<file path="src/sv/cpfv_pkg.sv">
// Shared types, constants and helper functions for the CPF/CNPJ check-digit validator.
package cpfv_pkg;

  // Expected digit counts
  localparam logic [3:0] CPF_LEN   = 4'd11;
  localparam logic [3:0] CNPJ_LEN  = 4'd14;
  localparam logic [3:0] COUNT_MAX = 4'd15;

  // Mode register encoding
  localparam logic MODE_CPF  = 1'b0;
  localparam logic MODE_CNPJ = 1'b1;

  // Which running sum a weight belongs to
  localparam logic SUM_FIRST  = 1'b0;
  localparam logic SUM_SECOND = 1'b1;

  // Queue between front and back
  localparam int Q_DEPTH = 2;
  localparam int Q_PTR_W = (Q_DEPTH > 1) ? $clog2(Q_DEPTH) : 1;
  localparam int Q_CNT_W = $clog2(Q_DEPTH + 1);

  // Verdict codes
  typedef enum logic [1:0] {
    FAIL_NONE  = 2'd0,
    FAIL_COUNT = 2'd1,
    FAIL_SAME  = 2'd2,
    FAIL_CHECK = 2'd3
  } fail_code_t;

  // One classified text byte
  typedef struct packed {
    logic       is_digit;
    logic [3:0] digit;
    logic       last;
  } cpfv_word_t;

  // Weight of digit position pos in the first or second sum
  function automatic logic [3:0] digit_weight(input logic mode, input logic which,
                                              input logic [3:0] pos);
    logic [4:0] p;
    logic [4:0] top;
    logic [4:0] head;
    logic [4:0] span;
    logic [4:0] w;
    p    = {1'b0, pos};
    top  = 5'd10 + {4'd0, which};
    head = 5'd5 + {4'd0, which};
    span = 5'd12 + {4'd0, which};
    if (mode == MODE_CPF) begin
      w = (p < top - 5'd1) ? (top - p) : 5'd0;
    end else begin
      if (p >= span) w = 5'd0;
      else if (p < head - 5'd1) w = head - p;
      else w = span + 5'd1 - p;
    end
    return w[3:0];
  endfunction

  // x mod 11 for x below 128: reciprocal multiply, exact over this range
  function automatic logic [3:0] mod11(input logic [6:0] x);
    logic [14:0] prod;
    logic [3:0]  q;
    logic [6:0]  r;
    prod = 15'(x) * 15'd187;
    q    = prod[14:11];
    r    = x - 7'(7'(q) * 7'd11);
    return r[3:0];
  endfunction

  // Check digit expected from a residue mod 11
  function automatic logic [3:0] check_digit(input logic [3:0] r);
    return (r < 4'd2) ? 4'd0 : (4'd11 - r);
  endfunction

endpackage

</file>
<file path="src/sv/cpfv_front.sv">
// Front end: classifies text bytes and buffers them in a short queue for the back end.
module cpfv_front (
  input  logic                clk,
  input  logic                rst_n,
  input  logic                in_valid,
  output logic                in_ready,
  input  logic [7:0]          in_char_byte,
  input  logic                in_last_char,
  output logic                pop_valid,
  input  logic                pop_ready,
  output cpfv_pkg::cpfv_word_t pop_word
);
  import cpfv_pkg::*;

  cpfv_word_t             q_r [Q_DEPTH];
  logic [Q_PTR_W-1:0]     wr_ptr_r, wr_ptr_nxt;
  logic [Q_PTR_W-1:0]     rd_ptr_r, rd_ptr_nxt;
  logic [Q_CNT_W-1:0]     fill_r, fill_nxt;
  cpfv_word_t             word_in;
  logic                   push, pop;

  // Classify the incoming byte
  always_comb begin
    word_in.is_digit = (in_char_byte >= 8'h30) && (in_char_byte <= 8'h39);
    word_in.digit    = 4'(in_char_byte - 8'h30);
    word_in.last     = in_last_char;
  end

  assign in_ready  = (fill_r != Q_CNT_W'(Q_DEPTH));
  assign pop_valid = (fill_r != '0);
  assign pop_word  = q_r[rd_ptr_r];
  assign push      = in_valid && in_ready;
  assign pop       = pop_valid && pop_ready;

  // Pointer and fill bookkeeping
  always_comb begin
    wr_ptr_nxt = wr_ptr_r;
    rd_ptr_nxt = rd_ptr_r;
    fill_nxt   = fill_r;
    if (push) begin
      wr_ptr_nxt = (wr_ptr_r == Q_PTR_W'(Q_DEPTH - 1)) ? '0 : wr_ptr_r + 1'b1;
    end
    if (pop) begin
      rd_ptr_nxt = (rd_ptr_r == Q_PTR_W'(Q_DEPTH - 1)) ? '0 : rd_ptr_r + 1'b1;
    end
    if (push && !pop) fill_nxt = fill_r + 1'b1;
    else if (pop && !push) fill_nxt = fill_r - 1'b1;
  end

  always_ff @(posedge clk) begin
    if (!rst_n) begin
      wr_ptr_r <= '0;
      rd_ptr_r <= '0;
      fill_r   <= '0;
    end else begin
      wr_ptr_r <= wr_ptr_nxt;
      rd_ptr_r <= rd_ptr_nxt;
      fill_r   <= fill_nxt;
    end
  end

  // Queue storage, no reset needed
  always_ff @(posedge clk) begin
    if (push) q_r[wr_ptr_r] <= word_in;
  end

`ifndef ASSERT_OFF
  a_fill_bound: assert property (@(posedge clk) disable iff (!rst_n)
    fill_r <= Q_CNT_W'(Q_DEPTH))
    else $error("queue fill above depth");
  a_fill_track: assert property (@(posedge clk) disable iff (!rst_n)
    (push && !pop) |=> (fill_r == $past(fill_r) + 1'b1))
    else $error("queue fill did not follow a push");
  a_full_blocks: assert property (@(posedge clk) disable iff (!rst_n)
    (fill_r == Q_CNT_W'(Q_DEPTH)) |-> !in_ready)
    else $error("input ready while queue full");
`endif

endmodule

</file>
<file path="src/sv/cpfv_back.sv">
// Back end: accumulates digit count and mod-11 residues, forms the verdict word.
module cpfv_back (
  input  logic                 clk,
  input  logic                 rst_n,
  input  logic                 mode,
  input  logic                 pop_valid,
  output logic                 pop_ready,
  input  cpfv_pkg::cpfv_word_t pop_word,
  output logic                 out_valid,
  input  logic                 out_ready,
  output logic                 out_is_valid,
  output logic [1:0]           out_fail_code
);
  import cpfv_pkg::*;

  logic [3:0]  cnt_r, cnt_nxt;
  logic [3:0]  res1_r, res1_nxt;
  logic [3:0]  res2_r, res2_nxt;
  logic [3:0]  first_r, first_nxt;
  logic        same_r, same_nxt;
  logic [3:0]  prev_r, prev_nxt;
  logic [3:0]  latest_r, latest_nxt;
  logic        out_valid_r, out_valid_nxt;
  logic        out_is_valid_r, out_is_valid_nxt;
  fail_code_t  out_code_r, out_code_nxt;

  logic        out_free, take;
  logic [7:0]  prod1, prod2;
  logic [3:0]  need;
  fail_code_t  code;

  assign out_free  = !out_valid_r || out_ready;
  assign pop_ready = !pop_word.last || out_free;
  assign take      = pop_valid && pop_ready;

  // Weighted products for this digit position
  assign prod1 = {4'd0, pop_word.digit} * {4'd0, digit_weight(mode, SUM_FIRST, cnt_r)};
  assign prod2 = {4'd0, pop_word.digit} * {4'd0, digit_weight(mode, SUM_SECOND, cnt_r)};

  // Running state after this word
  always_comb begin
    cnt_nxt    = cnt_r;
    res1_nxt   = res1_r;
    res2_nxt   = res2_r;
    first_nxt  = first_r;
    same_nxt   = same_r;
    prev_nxt   = prev_r;
    latest_nxt = latest_r;
    if (pop_word.is_digit) begin
      res1_nxt = mod11(7'(res1_r) + prod1[6:0]);
      res2_nxt = mod11(7'(res2_r) + prod2[6:0]);
      if (cnt_r == 4'd0) first_nxt = pop_word.digit;
      else if (pop_word.digit != first_r) same_nxt = 1'b0;
      prev_nxt   = latest_r;
      latest_nxt = pop_word.digit;
      if (cnt_r != COUNT_MAX) cnt_nxt = cnt_r + 4'd1;
    end
  end

  // Verdict from the updated state
  always_comb begin
    need = (mode == MODE_CPF) ? CPF_LEN : CNPJ_LEN;
    priority if (cnt_nxt != need) code = FAIL_COUNT;
    else if (same_nxt) code = FAIL_SAME;
    else if (prev_nxt != check_digit(res1_nxt) || latest_nxt != check_digit(res2_nxt))
      code = FAIL_CHECK;
    else code = FAIL_NONE;
  end

  // Output register
  always_comb begin
    out_valid_nxt    = out_valid_r;
    out_is_valid_nxt = out_is_valid_r;
    out_code_nxt     = out_code_r;
    if (out_free) begin
      out_valid_nxt = take && pop_word.last;
      if (take && pop_word.last) begin
        out_is_valid_nxt = (code == FAIL_NONE);
        out_code_nxt     = code;
      end
    end
  end

  always_ff @(posedge clk) begin
    if (!rst_n) begin
      cnt_r       <= '0;
      res1_r      <= '0;
      res2_r      <= '0;
      first_r     <= '0;
      same_r      <= 1'b1;
      prev_r      <= '0;
      latest_r    <= '0;
      out_valid_r <= 1'b0;
    end else begin
      out_valid_r <= out_valid_nxt;
      if (take) begin
        if (pop_word.last) begin
          cnt_r    <= '0;
          res1_r   <= '0;
          res2_r   <= '0;
          first_r  <= '0;
          same_r   <= 1'b1;
          prev_r   <= '0;
          latest_r <= '0;
        end else begin
          cnt_r    <= cnt_nxt;
          res1_r   <= res1_nxt;
          res2_r   <= res2_nxt;
          first_r  <= first_nxt;
          same_r   <= same_nxt;
          prev_r   <= prev_nxt;
          latest_r <= latest_nxt;
        end
      end
    end
  end

  always_ff @(posedge clk) begin
    out_is_valid_r <= out_is_valid_nxt;
    out_code_r     <= out_code_nxt;
  end

  assign out_valid     = out_valid_r;
  assign out_is_valid  = out_is_valid_r;
  assign out_fail_code = out_code_r;

`ifndef ASSERT_OFF
  a_verdict_consistent: assert property (@(posedge clk) disable iff (!rst_n)
    out_valid_r |-> (out_is_valid_r == (out_code_r == FAIL_NONE)))
    else $error("is_valid disagrees with fail code");
  a_clear_after_last: assert property (@(posedge clk) disable iff (!rst_n)
    (take && pop_word.last) |=> (cnt_r == 4'd0 && same_r && res1_r == 4'd0))
    else $error("state not cleared after last word");
  a_residue_range: assert property (@(posedge clk) disable iff (!rst_n)
    (res1_r < 4'd11) && (res2_r < 4'd11))
    else $error("residue out of mod-11 range");
  a_no_verdict_loss: assert property (@(posedge clk) disable iff (!rst_n)
    (out_valid_r && !out_ready) |-> !(take && pop_word.last))
    else $error("verdict taken while output register busy");
`endif

endmodule

</file>
<file path="src/sv/cpf_cnpj_check_digit_validator_top.sv">
// CPF/CNPJ mod-11 check-digit validator: one text byte per word in, one verdict word per text.
// Takes one byte per clock while the queue has room. Each byte is classified
// in the front end and written into a 2-word queue; the back end takes one
// word per cycle from the queue when not stalled, updates the digit count and
// two mod-11 residues, and on the word marked last writes the verdict into an
// output register; the last byte of a text passes through the queue, then its
// verdict is held in the output register. The back end stalls only when a last word
// meets an output register still holding an untaken verdict; the queue
// absorbs that stall. cfg_wdata selects CPF (0, 11 digits) or CNPJ (1, 14
// digits); write it only between texts.
module cpf_cnpj_check_digit_validator_top (
  input  logic       clk,
  input  logic       rst_n,
  input  logic       cfg_we,
  input  logic       cfg_wdata,
  input  logic       in_valid,
  output logic       in_ready,
  input  logic [7:0] in_char_byte,
  input  logic       in_last_char,
  output logic       out_valid,
  input  logic       out_ready,
  output logic       out_is_valid,
  output logic [1:0] out_fail_code
);
  import cpfv_pkg::*;

  logic       id_mode_r;
  logic       pop_valid, pop_ready;
  cpfv_word_t pop_word;

  // Mode register
  always_ff @(posedge clk) begin
    if (!rst_n) begin
      id_mode_r <= MODE_CPF;
    end else if (cfg_we) begin
      id_mode_r <= cfg_wdata;
    end
  end

  cpfv_front u_front (
    .clk          (clk),
    .rst_n        (rst_n),
    .in_valid     (in_valid),
    .in_ready     (in_ready),
    .in_char_byte (in_char_byte),
    .in_last_char (in_last_char),
    .pop_valid    (pop_valid),
    .pop_ready    (pop_ready),
    .pop_word     (pop_word)
  );

  cpfv_back u_back (
    .clk           (clk),
    .rst_n         (rst_n),
    .mode          (id_mode_r),
    .pop_valid     (pop_valid),
    .pop_ready     (pop_ready),
    .pop_word      (pop_word),
    .out_valid     (out_valid),
    .out_ready     (out_ready),
    .out_is_valid  (out_is_valid),
    .out_fail_code (out_fail_code)
  );

endmodule

</file>
<file path="config.mk">
export PLATFORM = sky130hd
export DESIGN_NAME = cpf_cnpj_check_digit_validator_top
export DESIGN_NICKNAME = d
export VERILOG_FILES = /design/src/sv/cpfv_pkg.sv /design/src/sv/cpfv_front.sv /design/src/sv/cpfv_back.sv /design/src/sv/cpf_cnpj_check_digit_validator_top.sv
export SDC_FILE = /design/constraint.sdc
export NUM_CORES = 1
export LEC_CHECK = 0
export BUFFER_PORTS_ARGS = -buffer_cell sky130_fd_sc_hd__buf_2
export CAP_MARGIN = 30
export CELL_PAD_IN_SITES_DETAIL_PLACEMENT = 0
export CELL_PAD_IN_SITES_GLOBAL_PLACEMENT = 1
export CORE_MARGIN = 2
export CORE_UTILIZATION = 30
export CTS_BUF_LIST = sky130_fd_sc_hd__clkbuf_16
export DETAILED_ROUTE_END_ITERATION = 6
export PLACE_DENSITY = 0.6
export SETUP_SLACK_MARGIN = 0.15
export SYNTH_ARGS = -nofsm -noshare
export SYNTH_HDL_FRONTEND = slang
export SYNTH_HIERARCHICAL = 1
export SYNTH_SLANG_ARGS = --single-unit
</file>
<file path="constraint.sdc">
create_clock -name clk -period 19.4 [get_ports clk]
set_input_delay 2.91 -clock clk [delete_from_list [all_inputs] [get_ports clk]]
set_output_delay 2.91 -clock clk [all_outputs]
set_load 0.01 [all_outputs]
</file>
==> run summary, run 1 <==
critical path type = reg -> reg
hold crit path type = reg -> reg
IO Port Bufs = 19
overall global routing resource usage = 0.129
clock sink total = 47
grt ovf = 0
Crit. End Element = flip-flop
Detailed Routing Iterations Pass 1 = 4
Yosys warnings = 6
Period minus WS final = 12.12 ns
post-route ant nets = 0
FFs w/ async S/R, synth = 0
clock skew = 0.00674 ns
unrepaired setup endpoints after global routing = no
# Max-Cap Violations = 0
top_reg_cell synth = dfxtp_1
setup violators final = 0
die width = 151 um
post-cts resize count = 0
period utilization = 0.625
synth top area cells = ha_1 (23%), fa_1 (14%), dfxtp_1 (9.8%)
CP max stage delay = 0.73 ns
die area = 0.0229 mm2
Min Hold Slack = 0.479 ns
synthesis-stage register bit count = 47
clock buffer depth = 2
Reg2Reg Depth = 46
# DRC = 0
Post-synth EDFFs = 15
DR vias = 4,698
post-synth net total = 903
Met2 Wirelength = 6.18 mm
vias in the first global route = 4,750
Mapped Cells = 724
Ports = 20
CP arrival = 12.16 ns
row cnt = 53
Layout area overhead = 7.50%
top-area cell type share of the netlist area = 0.225
clock tree root driver cell = clkbuf_16
cts hold-fix bufs = 0
post-synth top area cell = ha_1
max-slew violations = 0
final count of hold timing violations = 0
status = finished clean
Initial Utilization = 0.308
met1 WL = 7.26 mm
Synth cell types = 63
Slew HR = 0.536
drt first-iter violations = 188
crit path max fanout = 19
slew at the pin with the worst max-slew slack = 0.697 ns
post-place setup slack = 7.28 ns
pin count of the biggest net entering global routing = 35
highest clock rate = 82.5 MHz
final worst-path setup slack = 7.28 ns
Register-to-Register Setup Slack = 7.28 ns
share of cells above drive strength 1 = 0.0617
Top Layer Used = met4
post-detail-place hpwl = 11.2 mm
Required @ worst endpoint = 19.44 ns
antenna violations before repair = 0
clock transition at the registers of the reported paths = 0.07 ns
H-tree depth = 2
height of the die = 151 um
postcts setup bufs = 0
register area share after synthesis = 0.168
WL final = 13.7 mm
CTS Buf Count = 5
WL met3 = 233 um
NumNets Final = 907
clk_lat worst skew = 0.29 ns
RD Place Congestion = 0.777
Syn Area/Cell = 8.99 um2
multi-input combinational cell area = 0.00488 mm2
Wirelength per Cell = 13.6 um
CP Launch Type = flip-flop
TritonCTS clock tree = yes
CORE AREA = 0.0212 mm2
Diodes inserted = 0
storage element area = 0.00109 mm2
slowest CP cell = dfxtp_1
fillers = 2,220
global-route wire length before repair = 23.9 mm
hold depth = 2
vias per std cell = 4.68
Mapped Area = 0.00651 mm2
setup total negative slack = 0 ns
worst paths after layout:
path                                                    from                           endpoint
worst min-delay path              u_back/same_r$_SDFFE_PN1P_         u_back/same_r$_SDFFE_PN1P_
worst min register to register    u_back/same_r$_SDFFE_PN1P_         u_back/same_r$_SDFFE_PN1P_
worst max register to register  u_back/cnt_r[2]$_SDFFE_PN0P_  u_back/out_fail_code[1]$_DFFE_PP_
worst max-delay path            u_back/cnt_r[2]$_SDFFE_PN0P_  u_back/out_fail_code[1]$_DFFE_PP_
registers in the layout, indices dropped and copies added, names as in the netlist, 2 cells and up, named ones only:
register / count
u_back/latest_r: 4
u_back/out_fail_code: 2
u_back/res2_r: 4
u_front/q_r: 12
u_back/prev_r: 4
u_back/first_r: 4
u_back/cnt_r: 4
u_back/res1_r: 4
u_front/fill_r: 2
per-layer routing:
metal / up-vias / global-route usage
li1: 2453 / -
met1: 2207 / 0.189
met2: 36 / 0.214
met3: 2 / 0.00904
met4: 0 / 0.0182
met5: - / 0
placed cells by master, fill, tap and decap left out, types with 9 or more instances in the layout:
master	count
xnor2_1	33
nand3_1	9
a21oi_1	32
nor2_1	21
nand4_1	9
xor2_1	15
o21ai_0	22
inv_1	116
and2_1	29
fa_1	47
ha_1	117
mux2_2	9
edfxtp_1	15
nand2_1	47
mux2i_1	14
nor2b_1	18
a22oi_1	11
a21o_1	11
dfxtp_1	32
buf_2	19
critical path, delay by kind of cell (launching register included):
kind / cells / cell delay [ns]
buffers and inverters: 5 / 0.42
xor gates and xnor gates: 4 / 0.68
adders and majority gates: 14 / 5.75
DFF: 1 / 0.73
and+or+nand+nor: 10 / 1.80
AOI/OAI and AO/OA: 13 / 2.46
cell type report:
type | count | share of cell area
Clock inverter | 3 | 0.00286
Clock buffer | 5 | 0.0179
Tap cell | 275 | 0.0492
Multi-Input combinational cell | 539 | 0.698
Sequential cell | 47 | 0.156
Inverter | 115 | 0.0617
Timing Repair Buffer | 20 | 0.0147
through the flow:
| stage | instance area [um2] | std cells | util |
|---|---|---|---|
| 6_report | 6990 | 1004 | 0.331 |
| 5_1_grt | 6990 | 1004 | 0.331 |
| 4_1_cts | 6990 | 1004 | 0.331 |
| 3_5_place_dp | 6850 | 996 | 0.324 |
| 3_3_place_gp | 6850 | 996 | 0.324 |
| 2_1_floorplan | 6510 | 724 | - |
kinds of logic (layout without fill, tap and decap cells):
| logic type | Yosys count | after routing | synth area share |
|---|---|---|---|
| compound gates | 123 | 123 | 0.123 |
| flops | 47 | 47 | 0.168 |
| mux | 23 | 23 | 0.0371 |
| buf+inv | 138 | 143 | 0.0823 |
| xor+xnor | 51 | 51 | 0.0744 |
| simple gates | 178 | 178 | 0.146 |
| fa+ha+maj | 164 | 164 | 0.370 |
synth_stat cells (all sizes together), types with 2 or more instances:
library cell,count
nand4,9
mux2,9
nor4,3
o221ai,2
or2,2
or3,4
xor3,2
o21bai,3
a21o,11
a211o,2
a31oi,7
buf,2
ha,117
mux2i,14
dfxtp,32
o21ai,25
nor2b,18
a21boi,5
a21oi,33
a211oi,4
inv,115
clkbuf,21
o22ai,3
nor3b,2
fa,47
nor3,8
nor2,21
xnor2,34
a22oi,11
and2,30
xor2,15
edfxtp,15
nand2,47
nand3,9
nand2b,9
and3,8
nand3b,5
o211ai,5
Power of run 1 is not shown: default switching activity piles up to over one toggle a cycle in this logic, so the estimate is an artifact.
==> inputs of run 2 (changes only) <==
Settings changed: ABC_AREA set to 1, PLACE_DENSITY 0.6 to 0.64.
Clock period 19.4 ns to 10.4 ns, I/O delays scaled along.
==> run summary, run 2 <==
status = finished clean
Hold Path Sink = u_back/latest_r[3]$_SDFFE_PN0P_
Syn Area/Cell = 7.34 um2 (-18%)
WL final = 16.5 mm (+20%)
Crit Reg-Reg Endpoint = u_back/out_fail_code[1]$_DFFE_PP_
Yosys warnings = 6 (unchanged)
final count of hold timing violations = 0 (unchanged)
synthesis-stage register bit count = 47 (unchanged)
Layout area overhead = 29.9%
Slew HR = 0.451 (-0.0843)
period utilization = 0.990 (+0.366)
height of the die = 154 um (+1.6%)
Post-synth EDFFs = 15 (unchanged)
Diodes inserted = 0 (unchanged)
Period minus WS final = 10.30 ns (-1.82 ns)
CORE AREA = 0.0219 mm2 (+3.5%)
global-route wire length before repair = 28.3 mm (+18%)
Detailed Routing Iterations Pass 1 = 6 (+2)
leading cell type in the layout, fill and taps excluded = nand2_1
Reg2Reg Depth = 60 (+30%)
Mapped Cells = 915 (+26%)
clock skew = 0.00930 ns (+0.00256 ns)
CP arrival = 10.35 ns (-1.81 ns)
antenna violations before repair = 0 (unchanged)
fin cells = 1,354 (+35%)
TritonCTS clock tree = yes
die width = 154 um (+1.6%)
vias in the first global route = 6,051 (+27%)
unrepaired setup endpoints after global routing = yes
Placed Cells = 1,320 (+33%)
CP Launch Type = flip-flop
Register-to-Register Setup Slack = 0.10 ns (-7.18 ns)
top-count cell post-synth = nand2_1
overall global routing resource usage = 0.142 (+0.0129)
final core utilization = 0.399 (+0.0679)
vias per std cell = 4.40 (-6.0%)
post-detail-place hpwl = 13.4 mm (+20%)
CP max stage delay = 0.59 ns (-0.14 ns)
Required @ worst endpoint = 10.45 ns (-8.99 ns)
crit path max fanout = 5 (-14)
clk_lat worst skew = 0.29 ns (about the same)
HP Start = u_back/latest_r[3]$_SDFFE_PN0P_
slowest CP cell = fa_1
H-tree depth = 2 (unchanged)
register area share after synthesis = 0.162 (-0.00522)
hold depth = 2 (unchanged)
share of cells above drive strength 1 = 0.249 (+0.187)
Synth cell types = 44 (-30%)
hold crit path type = reg -> reg
IO Port Bufs = 19 (unchanged)
highest clock rate = 97.1 MHz (+18%)
Wirelength per Cell = 12.2 um (-11%)
# Max-Cap Violations = 0 (unchanged)
post-synth top area cell = ha_1
Ports = 20 (unchanged)
row cnt = 54 (+1.9%)
pin count of the biggest net entering global routing = 24 (-31%)
# DRC = 0 (unchanged)
Most common cell on crit path = inv_2
max-slew violations = 0 (unchanged)
drt first-iter violations = 210 (+12%)
top_reg_cell synth = dfxtp_1
RD Place Congestion = 0.803 (+3.4%)
post-synth net total = 1,094 (+21%)
FFs w/ async S/R, synth = 0 (unchanged)
most frequent cells in the layout = nand2_1 (194), inv_1 (172), buf_4 (144)
clock sink total = 47 (unchanged)
flip-flop count of the largest register after layout = 12 (unchanged)
top-area cell type share of the netlist area = 0.218 (-0.00700)
post-route ant nets = 0 (unchanged)
Crit. End Element = flip-flop
Mapped Area = 0.00672 mm2 (+3.2%)
setup violators final = 0 (unchanged)
clock tree root driver cell = clkbuf_16
largest register by flop count = u_front/q_r
Initial Utilization = 0.307 (-0.000809)
slew at the pin with the worst max-slew slack = 0.822 ns (+0.125 ns)
DR vias = 5,958 (+27%)
critical path type = reg -> reg
commonest cells in the netlist = nand2_1 (202), inv_1 (188), ha_1 (117)
clock transition at the registers of the reported paths = 0.07 ns (about the same)
synth top area cells = ha_1 (22%), fa_1 (14%), nand2_1 (11%)
NumNets Final = 1,252 (+38%)
CTS Buf Count = 5 (unchanged)
grt ovf = 0 (unchanged)
clock buffer depth = 2 (unchanged)
RR Startpoint = u_back/cnt_r[1]$_SDFFE_PN0P_
cts hold-fix bufs = 0 (unchanged)
die area = 0.0236 mm2 (+3.1%)
[run 2: cell types whose count changed in the layout (fill, tap and decap cells not counted), sizes merged, moves of 11 or more]
cell	previous run	this run
nand2	47	205
nor2b	18	0
xnor2	34	15
and2	30	1
inv	117	193
mux2i	14	0
nor2	21	81
a22oi	11	0
nand3	9	45
buf	20	166
a21oi	33	44
[run 2: repair_timing]
item / 4_1_cts / 5_1_grt
buffers inserted: 24 / 2
endpoints found under the setup margin: 3 / 3
resized for setup: 44 / 44
pin swaps: 53 / 44
endpoints found under the hold margin: 0 / 0
[run 2: logic make-up (layout without fill, tap and decap cells)]
logic type	count (synthesis)	count (layout)	share of synthesized area
AND/OR/NAND/NOR	349	349	0.213
buffers and inverters	207	366	0.119
adder cells (fa/ha/maj)	164	164	0.358
AO/OA/AOI/OAI	104	104	0.0876
flip-flops	47	47	0.162
XOR/XNOR	38	38	0.0507
multiplexers	6	6	0.0101
[run 2: worst max path at each step]
stage,startpoint,to,cells after the start
finish,u_back/cnt_r[1]$_SDFFE_PN0P_,u_back/out_fail_code[1]$_DFFE_PP_,60
global route,u_back/cnt_r[1]$_SDFFE_PN0P_,u_back/out_fail_code[0]$_DFFE_PP_,59
CTS,u_back/cnt_r[1]$_SDFFE_PN0P_,u_back/out_fail_code[0]$_DFFE_PP_,68
detailed placement,u_back/cnt_r[1]$_SDFFE_PN0P_,u_back/out_fail_code[1]$_DFFE_PP_,59
global placement,u_back/cnt_r[1]$_SDFFE_PN0P_,u_back/out_fail_code[0]$_DFFE_PP_,59
floorplan,u_back/cnt_r[1]$_SDFFE_PN0P_,u_back/out_fail_code[1]$_DFFE_PP_,57
[run 2: critical path, delay by kind of cell, from the launching register on]
family	cells	cell delay [ns]
adder cells (fa/ha/maj)	13	4.79
AND/OR/NAND/NOR	18	1.69
AO/OA/AOI/OAI	8	1.22
XOR/XNOR	6	1.06
buffers and inverters	15	0.95
flip-flops	1	0.38
[run 2: cell type report]
| type | instances | area (um2) |
|---|---|---|
| inverters | 192 | 727 |
| flip-flops and latches | 47 | 1100 |
| clock buffers | 5 | 125 |
| multi-input cells | 661 | 5180 |
| fillers | 2317 | 13200 |
| repair buffers | 166 | 1220 |
| well taps | 280 | 350 |
| clock inverters | 3 | 27.5 |
[run 2: per-stage QoR]
stage          instance area, um2  setup TNS (ns)  setup slack [ns]  hold WS (ns)
6_report                     8720               0             0.102         0.466
5_1_grt                      8720           -1.40            -0.492         0.477
4_1_cts                      8540               0             0.150         0.468
3_5_place_dp                 8010           -1.39            -0.488         0.457
3_3_place_gp                 8010           -1.11            -0.394         0.453
2_1_floorplan                6720               0             0.157         0.445
[run 2: routing by layer]
layer  GRT usage  wire (um)  vias up
met1       0.196       8170     2750
met5           0          0        -
met2       0.253       8050       22
met4      0.0144         45        0
met3     0.00958        194        2
li1            -          -     3184
Power of run 2 is left out for the same reason.
